[src/sv/mqttfd_pkg.sv]
// ----------------------------------------------------------------------------
// MQTT frame detector package
// Sizes, byte codes and the running state record shared by the detector.
// ----------------------------------------------------------------------------
package mqttfd_pkg;

	localparam int FRAME_DEPTH = 512;
	localparam int CMD_DEPTH   = 256;
	localparam int BRACE_WIDTH = 16;

	localparam int FB_W      = $clog2(FRAME_DEPTH);
	localparam int CB_W      = $clog2(CMD_DEPTH);
	localparam int ACC_W     = 28;
	localparam int TOTAL_W   = 29;
	localparam int DIGIT_W   = 3;

	localparam logic [FB_W-1:0]    FRAME_MAX  = FB_W'(FRAME_DEPTH - 1);
	localparam logic [CB_W-1:0]    CMD_MAX    = CB_W'(CMD_DEPTH - 1);
	localparam logic [DIGIT_W-1:0] MAX_DIGITS = DIGIT_W'(4);

	localparam logic [7:0] CHAR_OPEN  = 8'h7B;
	localparam logic [7:0] CHAR_CLOSE = 8'h7D;
	localparam logic [7:0] CHAR_STAR  = 8'h2A;

	typedef enum logic {
		CMD_BYTE    = 1'b0,
		CMD_RELEASE = 1'b1
	} cmd_t;

	typedef struct packed {
		logic [FB_W-1:0]        frame_bytes;
		logic                   frame_done;
		logic [BRACE_WIDTH-1:0] brace_depth;
		logic [ACC_W-1:0]       length_accum;
		logic [DIGIT_W-1:0]     length_digits;
		logic                   length_complete;
		logic [TOTAL_W-1:0]     total_length;
		logic [CB_W-1:0]        cmd_bytes;
		logic                   cmd_ready;
	} det_state_t;

endpackage

[src/sv/mqttfd_next.sv]
// ----------------------------------------------------------------------------
// MQTT frame detector next-state logic
// Applies one request (byte or release) to the running detector state.
// ----------------------------------------------------------------------------
module mqttfd_next (
	input  mqttfd_pkg::det_state_t cur,
	input  logic                   release_req,
	input  logic [7:0]             data_byte,
	input  logic                   transparent_mode,
	output mqttfd_pkg::det_state_t nxt
);

	logic                              fb_room;
	logic                              take;
	logic [mqttfd_pkg::ACC_W-1:0]      group;
	logic [mqttfd_pkg::DIGIT_W-1:0]    digits_base;
	logic [mqttfd_pkg::ACC_W-1:0]      accum_base;
	logic                              complete_base;
	logic [mqttfd_pkg::TOTAL_W-1:0]    total_base;

	always_comb begin
		nxt           = cur;
		fb_room       = cur.frame_bytes < mqttfd_pkg::FRAME_MAX;
		take          = 1'b0;
		group         = '0;
		digits_base   = cur.length_digits;
		accum_base    = cur.length_accum;
		complete_base = cur.length_complete;
		total_base    = cur.total_length;

		if (release_req) begin
			nxt.frame_bytes     = '0;
			nxt.frame_done      = 1'b0;
			nxt.cmd_bytes       = '0;
			nxt.cmd_ready       = 1'b0;
			nxt.length_accum    = '0;
			nxt.length_digits   = '0;
			nxt.length_complete = 1'b0;
			nxt.total_length    = '0;
		end else begin
			priority if (data_byte == mqttfd_pkg::CHAR_OPEN) begin
				nxt.brace_depth = cur.brace_depth + 1'b1;
			end else if (data_byte == mqttfd_pkg::CHAR_CLOSE) begin
				nxt.brace_depth = cur.brace_depth - 1'b1;
			end else begin
				nxt.brace_depth = cur.brace_depth;
			end

			if (fb_room) begin
				nxt.frame_bytes = cur.frame_bytes + 1'b1;
			end else begin
				nxt.frame_done = 1'b1;
			end

			if (nxt.frame_bytes == mqttfd_pkg::FB_W'(1)) begin
				digits_base   = '0;
				accum_base    = '0;
				complete_base = 1'b0;
				total_base    = '0;
			end

			take = !complete_base && (nxt.frame_bytes > mqttfd_pkg::FB_W'(1))
				&& (digits_base < mqttfd_pkg::MAX_DIGITS);

			unique case (digits_base[1:0])
				2'd0: group = mqttfd_pkg::ACC_W'(data_byte[6:0]);
				2'd1: group = mqttfd_pkg::ACC_W'(data_byte[6:0]) << 7;
				2'd2: group = mqttfd_pkg::ACC_W'(data_byte[6:0]) << 14;
				2'd3: group = mqttfd_pkg::ACC_W'(data_byte[6:0]) << 21;
				default: group = '0;
			endcase

			nxt.length_accum    = accum_base;
			nxt.length_digits   = digits_base;
			nxt.length_complete = complete_base;
			nxt.total_length    = total_base;

			if (take) begin
				nxt.length_accum  = accum_base | group;
				nxt.length_digits = digits_base + 1'b1;
				if (!data_byte[7]) begin
					nxt.length_complete = 1'b1;
					nxt.total_length    = mqttfd_pkg::TOTAL_W'(1)
						+ mqttfd_pkg::TOTAL_W'(nxt.length_digits)
						+ mqttfd_pkg::TOTAL_W'(nxt.length_accum);
				end
			end

			if (nxt.length_complete && (nxt.total_length != '0)
				&& (mqttfd_pkg::TOTAL_W'(nxt.frame_bytes) >= nxt.total_length)) begin
				nxt.frame_done = 1'b1;
			end

			if (transparent_mode && (data_byte == mqttfd_pkg::CHAR_CLOSE)
				&& (nxt.brace_depth == '0)) begin
				nxt.frame_done = 1'b1;
			end

			if (nxt.frame_bytes >= mqttfd_pkg::FRAME_MAX) begin
				nxt.frame_done = 1'b1;
			end

			if (cur.cmd_bytes < mqttfd_pkg::CMD_MAX) begin
				nxt.cmd_bytes = cur.cmd_bytes + 1'b1;
				if ((data_byte == mqttfd_pkg::CHAR_STAR)
					|| (nxt.cmd_bytes >= mqttfd_pkg::CMD_MAX)) begin
					nxt.cmd_ready = 1'b1;
				end
			end
		end
	end

endmodule

[src/sv/mqtt_serial_frame_detector_unit.sv]
// ----------------------------------------------------------------------------
// MQTT serial frame detector
// Finds frame ends in a received byte stream from the MQTT remaining length,
// the frame buffer size or, in transparent mode, the JSON brace depth, and
// keeps a command byte count alongside.
// ----------------------------------------------------------------------------
// Takes one request per clock cycle while byte_stall is low and returns one
// result per request. An accepted request lands in an input register, the
// state update runs in one pass of logic and the result register holds the
// state after that request, which is offered as the result. The byte side stalls
// only while a result and a request are both held and the result side stalls.
// The mode register write is taken in any cycle; write it only while no
// request is in flight.
module mqtt_serial_frame_detector_unit (
	input  logic        clk,
	input  logic        arst_n,

	input  logic        cfg_valid,
	output logic        cfg_ready,
	input  logic        transparent_mode,

	input  logic        byte_valid,
	output logic        byte_stall,
	input  logic        command,
	input  logic [7:0]  data_byte,

	output logic        result_valid,
	input  logic        result_stall,
	output logic [7:0]  echo_byte,
	output logic [8:0]  frame_count,
	output logic        frame_end,
	output logic        length_known,
	output logic [28:0] packet_length,
	output logic [15:0] brace_level,
	output logic [7:0]  command_count,
	output logic        command_ready
);

	logic                   mode_q;
	logic                   valid_s1;
	mqttfd_pkg::cmd_t       command_s1;
	logic [7:0]             data_s1;
	logic                   valid_s2;
	logic [7:0]             echo_s2;
	mqttfd_pkg::det_state_t state_q;
	mqttfd_pkg::det_state_t state_next;
	logic                   adv_s2;
	logic                   accept_s1;
	logic                   release_s1;

	assign release_s1 = (command_s1 == mqttfd_pkg::CMD_RELEASE);
	assign adv_s2     = valid_s1 && (!valid_s2 || !result_stall);
	assign accept_s1  = byte_valid && !byte_stall;
	assign byte_stall = valid_s1 && !adv_s2;
	assign cfg_ready  = 1'b1;

	mqttfd_next u_next (
		.cur              (state_q),
		.release_req      (release_s1),
		.data_byte        (data_s1),
		.transparent_mode (mode_q),
		.nxt              (state_next)
	);

	always_ff @(posedge clk or negedge arst_n) begin
		if (!arst_n) begin
			mode_q   <= 1'b0;
			valid_s1 <= 1'b0;
			valid_s2 <= 1'b0;
			state_q  <= '0;
		end else begin
			if (cfg_valid && cfg_ready) begin
				mode_q <= transparent_mode;
			end
			if (accept_s1) begin
				valid_s1 <= 1'b1;
			end else if (adv_s2) begin
				valid_s1 <= 1'b0;
			end
			if (adv_s2) begin
				valid_s2 <= 1'b1;
				state_q  <= state_next;
			end else if (!result_stall) begin
				valid_s2 <= 1'b0;
			end
		end
	end

	always_ff @(posedge clk) begin
		if (accept_s1) begin
			command_s1 <= mqttfd_pkg::cmd_t'(command);
			data_s1    <= data_byte;
		end
		if (adv_s2) begin
			echo_s2 <= release_s1 ? 8'd0 : data_s1;
		end
	end

	assign result_valid  = valid_s2;
	assign echo_byte     = echo_s2;
	assign frame_count   = 9'(state_q.frame_bytes);
	assign frame_end     = state_q.frame_done;
	assign length_known  = state_q.length_complete;
	assign packet_length = state_q.total_length;
	assign brace_level   = 16'(state_q.brace_depth);
	assign command_count = 8'(state_q.cmd_bytes);
	assign command_ready = state_q.cmd_ready;

	a_stall_cause: assert property (@(posedge clk) disable iff (!arst_n)
		byte_stall |-> (valid_s1 && valid_s2 && result_stall))
		else $error("byte side stalled without a held result");

	a_release_clears: assert property (@(posedge clk) disable iff (!arst_n)
		(adv_s2 && release_s1) |=> (frame_count == 9'd0 && !frame_end
			&& !command_ready && !length_known && echo_byte == 8'd0))
		else $error("release left counts or flags set");

	a_length_digits: assert property (@(posedge clk) disable iff (!arst_n)
		state_q.length_complete |-> (state_q.length_digits != '0
			&& state_q.total_length != '0))
		else $error("length known without length bytes");

	a_frame_limit: assert property (@(posedge clk) disable iff (!arst_n)
		(state_q.frame_bytes >= mqttfd_pkg::FRAME_MAX) |-> state_q.frame_done)
		else $error("full frame buffer without frame end");

endmodule

[config.mk]
export PLATFORM = sky130hd
export DESIGN_NAME = mqtt_serial_frame_detector_unit
export DESIGN_NICKNAME = d
export VERILOG_FILES = /design/src/sv/mqttfd_pkg.sv /design/src/sv/mqttfd_next.sv /design/src/sv/mqtt_serial_frame_detector_unit.sv
export SDC_FILE = /design/constraint.sdc
export NUM_CORES = 1
export LEC_CHECK = 0
export ABC_AREA = 1
export ABC_CLOCK_PERIOD_IN_PS = 7600
export BUFFER_PORTS_ARGS = -buffer_cell sky130_fd_sc_hd__buf_4
export CORE_AREA = 10 10 152 140
export CTS_CLUSTER_SIZE = 28
export DETAILED_ROUTE_END_ITERATION = 16
export DIE_AREA = 0 0 162 150
export GPL_TIMING_DRIVEN = 0
export HOLD_SLACK_MARGIN = 0.08
export PLACE_DENSITY = 0.67
export SLEW_MARGIN = 30
export SYNTH_ARGS = -nofsm -noshare
export SYNTH_HDL_FRONTEND = slang
export SYNTH_SLANG_ARGS = --single-unit
[constraint.sdc]
create_clock -name clk -period 7.6 [get_ports clk]
set_input_delay 1.14 -clock clk [delete_from_list [all_inputs] [get_ports clk]]
set_output_delay 1.14 -clock clk [all_outputs]
set_load 0.005 [all_outputs]
# Word level (Yosys, flattened, before mapping)
# Cells that the tools add are included.
op_classes:
  n_addsub: 7
  order_cmp: 7
  eq_ne: 9
  n_mux: 29
  bitwise: 2
  n_reduce_logical: 26
ops:
  columns: ["operator", "count"]
  rows:
  - ["$mux W61", 2]
  - ["$pmux W28 S4", 1]
  - ["$mux W28", 3]
  - ["$mux W70", 1]
  - ["$mux W16", 3]
  - ["$mux W30", 1]
  - ["$add A29 B28 Y29", 1]
  - ["$ge A9 B29 Y1", 1]
  - ["$mux W29", 1]
  - ["$reduce_bool A29 Y1", 1]
  - ["$or A28 B28 Y28", 1]
  - ["$mux W9", 3]
  - ["$add A16 B1 Y16 const B", 1]
  - ["$eq A8 B7 Y1 const B", 2]
  - ["$logic_not A16 Y1", 1]
  - ["$sub A16 B1 Y16 const B", 1]
  - ["$mux W1", 11]
  - ["$mux W10", 1]
  - ["$add A9 B1 Y9 const B", 1]
  - ["$eq A9 B1 Y1 const B", 1]
  - ["$ge A9 B9 Y1 const B", 1]
  - ["$gt A9 B1 Y1 const B", 1]
  - ["$logic_and A1 B1 Y1", 9]
  - ["$lt A9 B9 Y1 const B", 1]
  - ["19 further kinds", 30]
totals:
  register_bits: 116
  word_cells: 95

# Depth between registers and ports, before layout
logic_depth:
  depth_word: 21
  depth_mapped: 43

# By module
# Synthesis repeated with hierarchy kept, for this count alone.
hier_totals:
  cells_unflattened: 1340
  area_unflattened_um2: 9088.7
modules_own_cells:
  columns: ["module", "instances", "cells_each", "area_each_um2", "seq_area_each_um2"]
  rows:
  - ["mqtt_serial_frame_detector_unit", 1, 530, 4983.5, 2987.9]
  - ["mqttfd_next", 1, 810, 4105.2, 0.0]

# Worst setup path after synthesis
# Ideal clock, no wire load.
synth_path:
  path_kind: "reg-to-reg"
  start: "reg state_q, in the netlist frame_count[0]"
  end: "reg state_q, in the netlist frame_end"
  setup_time_ns: 0.073
  arrival_time_ns: 5.431
  required_time_ns: 7.527
  slack_ns: 2.096
  stages_incl_launch_ff: 44
  path_cell_list: "dfrtp_1 ha_1 nand2_1 nor2_2 nand2_1 nand2_1 nand3_1 nor2_2 nand3_4 buf_8 buf_6 clkbuf_1 nand2_1 inv_1 ha_1 xor2_1 xnor2_1 ha_1 [... 8 more ...] nand2_1 inv_1 ha_1 nand2_1 nor3_1 nand4_1 nand2_1 a2bb2oi_1 nand3_1 nor2_1 nand2_1 nor2_1 nand2_1 nor2_1 nand3_1 nand2_1 nand2_1 a21oi_2"
synth_via:
  elab_chain_cells: 21
  elab_cells_between_ends: 41
  cone_classes: "add/sub (4); order compare (5); eq/ne (5); mux (18); bitwise (1); reduce/logical (8)"
synth_lines:
  columns: ["element", "line", "rtl"]
  rows:
  - ["from (decl)", "mqtt_serial_frame_detector_unit.sv:45", "mqttfd_pkg::det_state_t state_q;"]
  - ["from (signal assigned)", "mqtt_serial_frame_detector_unit.sv:82", "state_q <= state_next;"]
  - ["branches (longest 21 deep; another with $add A29 B28 Y29)", null, null]
# Parallel ways; which one is timed is not known. The select of a mux whose other input is x is not followed.
# A chain may end at the register's enable or synchronous reset.

# Worst setup path in the final report
# Ends and elaborated chain as after synthesis.

==> impl_results.md <==
- Vias in the first global route: 7276
- Crit path launch type: register
- Clock power frac: 28.7%
- Non-filler cells, final: 1436
- Worst Setup End Kind: register
- Area grow syn2layout: 20.1%
- I/O pin count: 91
- RSZ-0062 raised after global routing: false
- Mapped Nets: 1109
- Post-synth EDFFs: 17
- Async SR Flop Fraction: 85.3%
- DP HPWL: 17200 µm
- Achievable Freq: 0.144 GHz
- Leak: 4.88 nW
- Final net count: 1217
- Post-synthesis cell area: 8040 µm²
- Initial DRC count: 516
- YS warnings: 0
- ANT nets after route: 0
- DR vias: 7538
- Inserted Clock Buffers: 17
- CP arrival: 7.31 ns
- WL final: 23200 µm
- Layout cell share with drive strength beyond 1: 20.7%
- Ant diodes: 0
- Register bit total from synthesis: 116
- Stages on worst setup path: 42
- Post-Syn Instances: 1070
- Die width: 162 µm
- Setup bufs post-CTS: 0
- R2R Path End: frame_end
- H-tree levels: 4
- Initial antenna violation count: 0
- Worst R2R Start: frame_count[0]
- Relative slew slack: 41.9%
- Post-synth top flop: dfrtp_1
- Final setup fails: 0
- Net Sw Frac: 41.5%
- FF-to-FF path depth: 42
- CTS root buffer: clkbuf_16
- Most used standard cell by instance count after synthesis: nand2_1
- Sequential power share: 26.2%
- Max-cap violation count: 0
- Data required, critical path: 7.95 ns
- Seq/Total Area, Yosys: 37.2%
- GPL Wtd Cong: 0.921
- Final period util: 91.6%
- Final critical-path required period: 6.96 ns
- Most used cell, CP: nand2_1
- P_int: 0.00181 W
- CP endpoint: frame_end
- CTS tree: yes
- Router iterations before antenna repair: 5
- First-pass GRT wire length: 38000 µm
- Hold Violations, Final: 0
- Post-DR wirelength/cell: 16.1 µm
- TNS Setup: 0 ns
- Status: finished, final reports clean
- Worst Skew: 0.00766 ns
- Netlist cell types: 52
- Hold crit path type: reg -> reg
- Combinational fraction of design power: 45.1%
- Total global routing overflow: 0
- P per Cell Area: 319 nW/µm²
- CTS clk-pin slew, worst paths: 0.06 ns
- Residual DRC: 0
- Largest net degree at the start of global routing: 100
- Die Y-Extent: 150 µm
- Sw power: 0.00128 W
- Main area contributors after synthesis: dfrtp_1, nand2_1, edfxtp_1
- Row count: 47
- Core Footprint: 18100 µm²
- Crit-path max cell delay: 0.55 ns
- Clock latency on the worst-skew pair: 0.43 ns
- Delay-heaviest family, CP: simple AND/OR/NAND/NOR gates
- Mean Syn Cell Area: 7.51 µm²
- Yosys top cell area share: 30.8%
- DR vias/cell: 5.25
- Crit path max fanout: 10
- R2R Setup Slk: 0.64 ns
- Inst Count DP: 1404
- Crit. Startpoint: frame_count[0]
- Crit path kind: reg -> reg
- Worst VDD drop: 0.186 mV
- Clock Path Buffers: 2
- Yosys top cell by area: dfrtp_1
- Die area: 24300 µm²
- CP max-delay cell: dfrtp_1
- Commonest cells in the netlist: nand2_1, inv_1, dfrtp_1
- Initial Utilization: 44.4%
- Buf/Inv on CP: 5
- Port buffer count: 89
- Tot GR Track Use: 19.4%
- Sink Count: 116
- Fin. max-slew vios: 0
- Worst-Margin Slew: 0.868 ns
==> worst reg2reg max path: cells and delay by family, from the launching register on <==
kind | cells | cell delay (ns)
flops | 1 | 0.55
buf+inv | 5 | 1.02
simple gates | 26 | 3.01
compound gates | 5 | 0.79
xor+xnor | 2 | 0.33
fa+ha+maj | 4 | 1.20
==> metrics by stage <==
stage	cell area (µm²)	power (W)	hold slack (ns)	util, %	setup WS [ns]
2_1_floorplan	8040	0.00176	0.434	-	2.10
3_3_place_gp	9010	0.00217	0.444	49.7	0.704
3_5_place_dp	9010	0.00219	0.460	49.8	0.680
4_1_cts	9650	0.00309	0.475	53.3	0.630
5_1_grt	9650	0.00330	0.495	53.3	0.0142
6_report	9650	0.00308	0.468	53.3	0.641
==> how the worst min path moves through the flow <==
stage              from            to  slack, ns  depth (start not counted)
2_1_floorplan  valid_s1  result_valid       0.43                          2
6_report       valid_s1  result_valid       0.47                          2
3_5_place_dp   valid_s1  result_valid       0.46                          2
5_1_grt        valid_s1  result_valid       0.50                          2
4_1_cts        valid_s1  result_valid       0.47                          2
3_3_place_gp   valid_s1  result_valid       0.44                          2
==> layout make-up <==
class,instances,area (µm²)
plain buffers,93,619
clock buffers,17,425
well taps,245,307
fillers,1782,8460
multi-input cells,742,3980
clock inverters,15,211
flip-flops and latches,116,2990
inverters,119,447
repair buffers,89,674
==> placed cells by master, fill, tap and decap left out, types with 3 or more instances in the layout <==
cell type,synthesis,final
nor2_2,6,6
xnor2_1,4,4
bufinv_16,0,5
clkbuf_16,0,17
nor2_1,75,75
o21ai_1,4,6
xor2_1,22,22
ha_1,23,23
nor4_1,6,6
o21ai_0,52,50
buf_4,64,152
o21ai_2,3,3
nand2_1,319,319
nand2_2,23,23
o21bai_1,4,4
nand4_1,8,8
a21oi_1,11,11
nand2_4,3,3
edfxtp_1,17,17
nor3_1,15,15
a32o_1,30,30
dfrtp_1,99,99
inv_1,108,108
nor2_4,5,5
a22o_1,14,14
clkinv_1,1,5
a31oi_1,3,3
o22ai_1,15,15
nand3_1,72,72
clkbuf_1,24,23
inv_2,10,10
==> power groups by stage <==
stage / registers, W / clock network (W) / logic, W
after floorplan: 0.000788 / 0 / 0.000972
after global placement: 0.000817 / 0 / 0.00135
after detailed placement: 0.000816 / 0 / 0.00138
after CTS: 0.000808 / 0.000892 / 0.00139
after global routing: 0.000820 / 0.000918 / 0.00156
final: 0.000809 / 0.000885 / 0.00139
==> cells by family (layout without fill, tap and decap cells) <==
logic type	Yosys count	in the layout	share of synthesized area, %
and+or+nand+nor	543	543	30.1
buffers and inverters	212	333	13.3
AOI/OAI and AO/OA	147	147	12.6
DFF	116	116	37.2
xor gates and xnor gates	26	26	2.83
adders and majority gates	24	24	3.83
other	1	1	0.0467
muxes	1	1	0.140
==> layer usage <==
| layer | routed length, µm | global-route usage (%) | vias to the layer above | share of wire (%) |
|---|---|---|---|---|
| li1 | - | - | 3681 | - |
| met1 | 10600 | 26.3 | 3558 | 46 |
| met2 | 10500 | 30.2 | 268 | 45 |
| met3 | 1700 | 4.37 | 31 | 7.3 |
| met4 | 428 | 6.32 | 0 | 1.8 |
| met5 | 0 | 0 | - | 0 |
==> state kept, by name, summed over array words and instances (netlist names) <==
name / count
echo_byte: 8
valid_s1: 1
length_known: 1
data_s1: 8
frame_count: 9
frame_end: 1
brace_level: 16
result_valid: 1
command_count: 8
state_q: 31
command_ready: 1
packet_length: 29
command_s1: 1
mode_q: 1
==> timing repair <==
action                                  in CTS  in global routing
hold buffers                                 0                  0
gates resized for setup                      0                  2
endpoints found under the setup margin       0                  1
Note: power is estimated with default switching activity, not from simulation.
